## src/rtl/tlct_pkg.sv

```systemverilog
// Shared types, constants and helpers of the cluster translator.
package tlct_pkg;

  localparam int L1_DEPTH         = 1024;
  localparam int MAX_CLUSTER_BITS = 16;
  localparam int MIN_CLUSTER_BITS = 12;

  localparam int L1_AW    = $clog2(L1_DEPTH);
  localparam int L2_AW    = MAX_CLUSTER_BITS - 3;
  localparam int L2_DEPTH = 1 << L2_AW;

  localparam int OFS_W  = 56;
  localparam int LEN_W  = 16;
  localparam int WORD_W = 64;
  localparam int IDX_W  = 13;
  localparam int CB_W   = 5;
  localparam int L1S_W  = 11;
  // widest first-level index: offset shifted by the smallest first-level shift
  localparam int L1I_W  = OFS_W - (2 * MIN_CLUSTER_BITS - 3);
  // cluster size including the bit for the size itself
  localparam int CS_W   = MAX_CLUSTER_BITS + 1;
  localparam int COMPRESSED_BIT = 62;

  localparam logic [WORD_W-1:0] OFS_MASK = 64'h00ff_ffff_ffff_fe00;

  typedef enum logic [1:0] {
    OP_LOAD_L1 = 2'd0,
    OP_LOAD_L2 = 2'd1,
    OP_READ    = 2'd2
  } opcode_t;

  typedef enum logic [1:0] {
    CFG_IMAGE_SIZE   = 2'd0,
    CFG_CLUSTER_LOG2 = 2'd1,
    CFG_L1_ENTRIES   = 2'd2
  } cfg_index_t;

  typedef enum logic [2:0] {
    KIND_ZERO       = 3'd0,
    KIND_MAPPED     = 3'd1,
    KIND_MISS       = 3'd2,
    KIND_COMPRESSED = 3'd3,
    KIND_RANGE      = 3'd4,
    KIND_DONE       = 3'd5
  } kind_t;

  typedef enum logic [2:0] {
    ST_IDLE,
    ST_CLIP,
    ST_L1_RD,
    ST_L1_CHK,
    ST_L2_CHK,
    ST_SEG,
    ST_EMIT
  } state_t;

  typedef struct packed {
    kind_t             kind;
    logic [OFS_W-1:0]  host;
    logic [LEN_W-1:0]  seg_len;
    logic              last;
  } res_t;

  // table words arrive big-endian
  function automatic logic [WORD_W-1:0] swap64(input logic [WORD_W-1:0] v);
    logic [WORD_W-1:0] r;
    r = '0;
    for (int i = 0; i < 8; i++) begin
      r[8*i +: 8] = v[8*(7-i) +: 8];
    end
    return r;
  endfunction

endpackage

```

## src/rtl/tlct_out_reg.sv

```systemverilog
// Output register that holds one result until the downstream side takes it.
module tlct_out_reg (
  input  logic           clk,
  input  logic           rst,
  input  tlct_pkg::res_t res,
  input  logic           res_load,
  output logic           slot_free,
  output logic           out_valid,
  input  logic           out_ready,
  output tlct_pkg::res_t out_res
);

  assign slot_free = !out_valid || out_ready;

  always_ff @(posedge clk) begin
    if (rst) begin
      out_valid <= 1'b0;
    end else if (res_load) begin
      out_valid <= 1'b1;
    end else if (out_ready) begin
      out_valid <= 1'b0;
    end
  end

  always_ff @(posedge clk) begin
    if (res_load) begin
      out_res <= res;
    end
  end

`ifndef ASSERT_OFF
  a_load_shows: assert property (@(posedge clk) disable iff (rst)
    res_load |=> out_valid && out_res == $past(res))
    else $error("loaded result not presented");
`endif

endmodule

```

## config.mk

```make
export PLATFORM = sky130hd
export DESIGN_NAME = tlct_out_reg
export DESIGN_NICKNAME = d
export VERILOG_FILES = /design/src/rtl/tlct_pkg.sv /design/src/rtl/tlct_out_reg.sv
export SDC_FILE = /design/constraint.sdc
export NUM_CORES = 1
export LEC_CHECK = 0
export ABC_AREA = 1
export BUFFER_PORTS_ARGS = -buffer_cell sky130_fd_sc_hd__clkbuf_2
export CAP_MARGIN = 20
export CORE_ASPECT_RATIO = 1.4
export CORE_UTILIZATION = 40
export CTS_CLUSTER_DIAMETER = 200
export DETAILED_ROUTE_END_ITERATION = 10
export PLACE_DENSITY = 0.78
export SETUP_SLACK_MARGIN = 0.05
export SLEW_MARGIN = 5
export SYNTH_ARGS = -nofsm -noshare
export SYNTH_HDL_FRONTEND = slang
export SYNTH_SLANG_ARGS = --single-unit
```

## constraint.sdc

```tcl
create_clock -name clk -period 1 [get_ports clk]
set_clock_uncertainty 0.2 [all_clocks]
set_input_delay 0.2 -clock clk [delete_from_list [all_inputs] [get_ports clk]]
set_output_delay 0.2 -clock clk [all_outputs]
set_load 0.01 [all_outputs]
```

### Word level (Yosys, flattened, before mapping)

Index checks and enable logic that the tools add are counted.

* reductions and logical operators: 3
* multiplexer cells: 2

Operators by type and width (number)
* $mux 1: 2
* $reduce_bool 2->1: 1
* $logic_not 1->1: 1
* $logic_or 1x1->1: 1

* bits of input ports: 80
* logic and storage cells: 10
* output and inout bits: 78
* register bits: 77

### Logic depth before layout (Yosys ltp)

Gate-level depths: netlist of the first run.

* depth after elaboration: 2
* mapped depth: 3

### Least setup slack after synthesis of the first run

Ideal clock, no wire load.

* path kind: register to output
* from: register out_valid
* to: output slot_free
* cell stages (with the launch flop): 2
* path buffers: 0
* data arrival time: 0.464 ns
* required time: 0.600 ns
* slack: 0.136 ns
* path through: dfxtp_1 -> nand2_2

* word-level cells in the longest chain between the ends: 2

Ends and longest elaborated chain
* from (decl): RTL line tlct_out_reg.sv:8 `output logic out_valid,`
* from (signal assigned): RTL line tlct_out_reg.sv:17 `out_valid <= 1'b0;`
* from (signal assigned): RTL line tlct_out_reg.sv:19 `out_valid <= 1'b1;`
* from (signal assigned): RTL line tlct_out_reg.sv:21 `out_valid <= 1'b0;`
* $logic_not 1->1: RTL line tlct_out_reg.sv:13 `assign slot_free = !out_valid || out_ready;`
* $logic_or 1x1->1: RTL line tlct_out_reg.sv:13
* to (decl): RTL line tlct_out_reg.sv:7 `output logic slot_free,`

Every way passes these cells.

### Final worst setup path of the first run

* from: register out_res[12] (netlist name)
* to: output out_res[12] (netlist name)

RTL lines
* from (decl): RTL line tlct_out_reg.sv:10 `output tlct_pkg::res_t out_res`
* from (signal assigned): RTL line tlct_out_reg.sv:27 `out_res <= res;`

No word-level cell between the ends.

==> results of run 1 <==
## cell usage after synthesis, drive strengths merged
| cell type | instances |
|---|---|
| dfxtp | 1 |
| a21oi | 1 |
| nand2 | 1 |
| edfxtp | 76 |
| inv | 2 |
## power by group through the flow
stage / Clock (W) / Combinational, W / Sequential, W
after floorplan: 0 / 0.00000696 / 0.00411
after global placement: 0 / 0.000611 / 0.00395
after detailed placement: 0 / 0.000627 / 0.00397
after CTS: 0.00229 / 0.000868 / 0.00389
after global routing: 0.00241 / 0.000947 / 0.00393
final: 0.00224 / 0.000890 / 0.00391
## flip-flops by register name (all words and copies together) (netlist names)
name	count
out_res	76
out_valid	1
## layout make-up
type,count,area (um^2)
clock buffer,11,131.4
clock inverter,5,60.06
fill,303,1326
inverter,2,7.507
multi-input combinational,2,15.01
sequential,77,2303
tap,68,85.08
timing repair buffer,230,1637
## cells by family after synthesis
kind of cell / Yosys count / synth area share [%]
DFF: 77 / 99.03
buffers and inverters: 2 / 0.3230
and+or+nand+nor: 1 / 0.2693
AOI/OAI and AO/OA: 1 / 0.3768
## final timing paths
path	start	end	slack (ns)	cells after the start
worst max register to register	out_valid	out_valid	0.04	3
worst max-delay path	out_res[12]	out_res[12]	-0.30	1
worst min-delay path	res[23]	out_res[23]	0.03	2
worst min register to register	out_valid	out_valid	0.41	3
## per-layer routing
layer	part of all wire, %	wire length [um]
met1	34	2185
met3	9.3	607
met4	3.6	236
met5	0	0
met2	53	3484
## stage by stage
stage | worst slack (ns) | util, % | total power (W)
floorplan | 0.1358 | - | 0.004114
global placement | -0.04579 | 58.54 | 0.004564
detailed placement | -0.05271 | 58.54 | 0.004593
CTS | -0.2883 | 75.85 | 0.007051
global route | -0.3329 | 76.17 | 0.007284
finish | -0.2966 | 76.17 | 0.007036
## repair_timing
action                                 CTS  global route
hold buffers                            77             0
resized for setup                        1            22
pin swaps                                1             2
endpoints found under the hold margin   77             0
buffers inserted                         0             1
setup endpoints to repair               78           101
==> summary.md, run 1 <==
| Metric | Value |
|---|---|
| Worst-Skew Late Latency | between 0.3 and 0.4 ns |
| Chip height | 92.20 um |
| Clock buffer count from CTS | 9 |
| Post-layout instance area | 4239 um^2 |
| Post-route worst setup slack | -0.2966 ns |
| Ant diodes | 0 |
| Post-layout min period | 1.297 ns |
| Routability-driven placement congestion ratio | 0.6986 |
| Placed cell count | 309 |
| Global routing met1 resource utilization | 19.16% |
| All-layer global routing usage | a little over a fifth |
| Part of the total power dissipated in sequential elements | between 50% and 60% |
| Switching part of the total | between 20 and 25% |
| Drt first-iter violations | between 90 and 100 |
| Routing usage on met3 | 7.587% |
| Most frequent standard cell in the layout excluding fill and tap cells | clkbuf_2 |
| Count of H-tree levels built during CTS | 3 |
| Nets | 402 |
| Outcome | finished, violations left |
| Pins over their slew limit | 0 |
| Clk Tree Root Cell | clkbuf_8 |
| Post-synth design cell area | ~2300 um^2 |
| Mean routed wirelength per cell | 16.49 um |
| Post-layout instance count excluding filler cells | 395 |
| Final Hold Vio Count | 0 |
| Cell type with the largest total area after synthesis | edfxtp_1 |
| Clock edge transition at the registers on the reported setup and hold paths | 0.09 ns |
| Maximum number of pins on one net before global-route repair | 29 |
| Vias/cell | roughly 4.5 |
| Worst setup SP type | flop |
| I/O pin count | 158 |
| GRT Residual Overflow | 0 |
| Met2 usage | 39.29% |
| First-pass detailed-route iteration total | 4 |
| Worst Tran Pin Value | 0.1474 ns |
| Peak ir drop on the vdd network | 1.220 mV |
| Initial standard-cell utilization of the core | 41.77% |
| Syn Area/Cell | 28.70 um^2 |
| Data required, critical path | 0.60 ns |
| Dominant delay contributor by cell family on the critical path | flip-flops |
| Highest clock rate | approximately 770 MHz |
| Cell at the slowest stage of the critical path | edfxtp_1 |
| Reported max-cap violation count | 0 |
| Area of the core region | 5565 um^2 |
| Post-synth net total | between 150 and 200 |
| Count of input and output buffers | 157 |
| Leading cell types in the layout, fill and taps excluded | clkbuf_2, edfxtp_1, dlygate4sd3_1, dlymetal6s4s_1, clkbuf_8 |
| Hold slack | 0.03436 ns |
| Worst relative slew slack | about 90% |
| Sequential-to-total area share from yosys stat | 99.03% |
| Wire length of the first global-routing pass | 9121 um |
| Critical path type | flop to primary output |
| Synth-to-Final Area Change | 82.35% |
| Area of placed instances | 3258 um^2 |
| Switching power of the nets | 0.001552 W |
| Vias in the first global route | between 1500 and 2000 |
| Post-route antenna net violation count | 0 |
| Cell Chain, Critical Path | clkbuf_2 |
| Maximum fanout along the worst path | 1 |
| Dominant cells by area after synthesis | edfxtp_1, dfxtp_1, a21oi_2, inv_1, nand2_2 |
| Critical Path AT | 0.90 ns |
| Total power per unit cell area | ~1700 nW/um^2 |
| Synthesis warning total | 0 |
| Portion of synthesized cell area occupied by the leading cell type | a little over nine tenths |
| Internal Pwr Total | 0.005484 W |
| DIE AREA | 6125 um^2 |
| Buffer levels on the longest clock path | 2 |
| Type of the tightest min-delay check | input port to flop |
| Number of buffers and inverters on the critical path | 1 |
| Fraction of power consumed by combinational cells | 12.7% |
| Setup violation total in the final timing report | between 70 and 80 |
| Clock network fraction of design power | 31.8% |
| Aggregate routed wire length | 6513 um |
| Leakage | 1.970 nW |
| Clock tree from TritonCTS | built |
| Syn Inst Count | 81 |
| Final routed DRC violation total | 0 |
| Total Negative Setup Slacks | -18.83 ns |
| Unrepaired setup endpoints after global routing | yes |
| Failing checks | setup timing |
| Antenna violations before repair | 0 |
| Count of different cell masters after synthesis | 5 |
| Via count of the routed design | 1767 |
| Most utilized layer in the global route result | met2 |
| Proportion of layout cells with a drive suffix above 1 | 51.99% |
| Detailed placer's ending HPWL | 3604 um |
| Period utilisation layout | 129.7% |
| Worst setup EP type | primary output |
| Total number of clock tree sinks | 77 |
| Standard-cell rows | 32 |
| CP max stage delay | 0.41 ns |
| Register bit total from synthesis | 77 |
| Die span in x | 66.43 um |
(Power assumes the default switching activity.)
==> run 2: changes to the inputs <==
- BUFFER_PORTS_ARGS: -buffer_cell sky130_fd_sc_hd__clkbuf_2 -> not set
- CORE_UTILIZATION: 40 -> 49
- DONT_BUFFER_PORTS: not set -> 1
- PLACE_DENSITY: 0.78 -> not set
==> run 2 against run 1 <==
The flow finishes with violations (hold timing, setup timing); sequential cell count stayed put; register-to-register slack improved by 0.14 ns; first-iteration DRC count is 49% lower; largest power group unchanged; highest routed layer unchanged.
==> summary.md, run 2 (synthesis gave the netlist of run 1 again) <==
| Metric | Value |
|---|---|
| Count of input and output buffers | 0 (-100%) |
| Clock buffer count from CTS | 9 (unchanged) |
| Standard-cell rows | 29 (-9.4%) |
| Synth-to-Final Area Change | 46.07% |
| Hold Startpoint | res_load |
| Unrepaired setup endpoints after global routing | yes |
| Final routed DRC violation total | 0 (unchanged) |
| Worst Tran Pin Value | 0.1552 ns (+0.007876 ns) |
| Total number of clock tree sinks | 77 (unchanged) |
| Reported max-cap violation count | 0 (unchanged) |
| Initial standard-cell utilization of the core | 51.26% (+9.5 points) |
| Total power per unit cell area | 1970 nW/um^2 (+19%) |
| Most frequent standard cell in the layout excluding fill and tap cells | dlygate4sd3_1 |
| I/O pin count | 158 (unchanged) |
| Worst setup EP type | primary output |
| Via count of the routed design | 1164 (-34%) |
| Worst setup SP type | flop |
| Post-route antenna net violation count | 0 (unchanged) |
| Leading cell types in the layout, fill and taps excluded | dlygate4sd3_1, edfxtp_1, clkbuf_8, clkinv_1 |
| All-layer global routing usage | 18.23% (-3.6 points) |
| Clock tree from TritonCTS | built |
| Proportion of layout cells with a drive suffix above 1 | 8.571% (-43 points) |
| Area of placed instances | 2402 um^2 (-26%) |
| Highest clock rate | 849.0 MHz (+10%) |
| Buffer levels on the longest clock path | 2 (unchanged) |
| Number of buffers inserted by hold repair at cts | 78 (+1.3%) |
| Type of the tightest min-delay check | input port to flop |
| Leakage | 1.202 nW (-39%) |
| Post-layout min period | 1.178 ns (-0.1188 ns) |
| Ant diodes | 0 (unchanged) |
| Drt first-iter violations | 47 (-49%) |
| Number of logic stages on the critical path including buffering | 0 (-1) |
| Data required, critical path | 0.60 ns (about the same) |
| Nets | 250 (-38%) |
| Final Hold Vio Count | 77 (+77) |
| Cells on Worst Hold Path | 0 (-2) |
| Peak ir drop on the vdd network | 1.619 mV (+33%) |
| Worst-Skew Late Latency | 0.33 ns (about the same) |
| Chip height | 83.50 um (-9.4%) |
| Routability-driven placement congestion ratio | 0.5719 (-18%) |
| Clk Tree Root Cell | clkbuf_8 |
| Clock edge transition at the registers on the reported setup and hold paths | 0.07 ns (-0.02 ns) |
| Aggregate routed wire length | 4441 um (-32%) |
| Vias in the first global route | 1195 (-38%) |
| Area of the core region | 4536 um^2 (-19%) |
| Failing checks | hold timing, setup timing |
| Antenna violations before repair | 0 (unchanged) |
| Largest register FFs | 76 (unchanged) |
| Critical path type | flop to primary output |
| Launching element of the worst setup path | out_res[25] |
| Total Negative Setup Slacks | -12.44 ns (+6.390 ns) |
| Period utilisation layout | 117.8% (-12 points) |
| DIE AREA | 5028 um^2 (-18%) |
| Critical Path AT | 0.78 ns (-0.12 ns) |
| Setup violation total in the final timing report | 78 (unchanged) |
| Fraction of the core area covered by cells at the end of the flow | 74.87% (-1.3 points) |
| Register with the highest flop count | out_res |
| Mean routed wirelength per cell | 18.74 um (+14%) |
| Worst r2r src | out_valid |
| Maximum number of pins on one net before global-route repair | 78 (+170%) |
| GRT Residual Overflow | 0 (unchanged) |
| Worst relative slew slack | 89.67% (-0.50 points) |
| Count of H-tree levels built during CTS | 3 (unchanged) |
| Wire length of the first global-routing pass | 6134 um (-33%) |
| Pins over their slew limit | 0 (unchanged) |
| Largest registers in the final layout | out_res x76, out_valid x1 |
| First-pass detailed-route iteration total | 4 (unchanged) |
| Die span in x | 60.22 um (-9.4%) |
| Outcome | finished, violations left |
| Maximum fanout along the worst path | 1 (unchanged) |
| Hold slack | -0.2248 ns (-0.2591 ns) |
| Worst Reg-to-Reg Cells | 2 (-1) |
| Vias/cell | 4.911 (+9.8%) |
| Post-layout instance area | 3396 um^2 (-20%) |
| Post-route worst setup slack | -0.1778 ns (+0.1188 ns) |
-- run 2: cell count changes in the layout (fill, tap and decap cells not counted), moves of 2 or more --
cell,change
buf_12,-3
buf_4,-2
buf_6,-2
clkinv_1,+4
clkbuf_1,-2
clkbuf_2,-143
buf_2,-3
dlygate4sd3_1,+16
dlymetal6s4s_1,-15
-- run 2: what timing repair did --
| item | in CTS | in global routing |
|---|---|---|
| pin swaps | 1 | 0 |
| setup buffers | 0 | 0 |
| setup endpoints to repair | 78 | 78 |
| hold endpoints to repair | 153 | 77 |
| resized for setup | 1 | 2 |
-- run 2: final timing paths --
kind | end | slack (ns)
min | out_res[38] | -0.22
max reg2reg | out_valid | 0.18
max | out_res[25] | -0.18
min reg2reg | out_valid | 0.33
-- run 2: per-layer routing --
layer | GRT usage, % | vias up | wire length, um
li1 | - | 500 | -
met1 | 15.16 | 558 | 1323
met2 | 31.57 | 99 | 2515
met3 | 8.992 | 7 | 497
met4 | 11.63 | 0 | 104
met5 | 0 | - | 0
-- run 2: through the flow --
stage	hold WS, ns	total power [W]	cells	worst slack [ns]
2_1_floorplan	0.06244	0.004114	81	0.1358
3_3_place_gp	0.06399	0.004149	143	0.1177
3_5_place_dp	0.06656	0.004152	143	0.1202
4_1_cts	-0.2402	0.006740	237	-0.2117
5_1_grt	-0.2451	0.006908	237	-0.2097
6_report	-0.2248	0.006690	237	-0.1778
-- run 2: final cells by class --
type,count,area (um^2)
clock buffers,9,123.9
clock inverters,7,80.08
fillers,256,1140
inverters,2,7.507
multi-input cells,2,20.02
flip-flops and latches,77,2306
well taps,62,77.57
repair buffers,78,780.7
-- run 2: power by group --
| group | total, W | leakage (nW) | internal [W] | switching [W] |
|---|---|---|---|---|
| logic | 0.000261 | 0.346 | 0.000206 | 0.0000554 |
| clock network | 0.00235 | 0.103 | 0.00137 | 0.000987 |
| registers | 0.00408 | 0.753 | 0.00384 | 0.000232 |
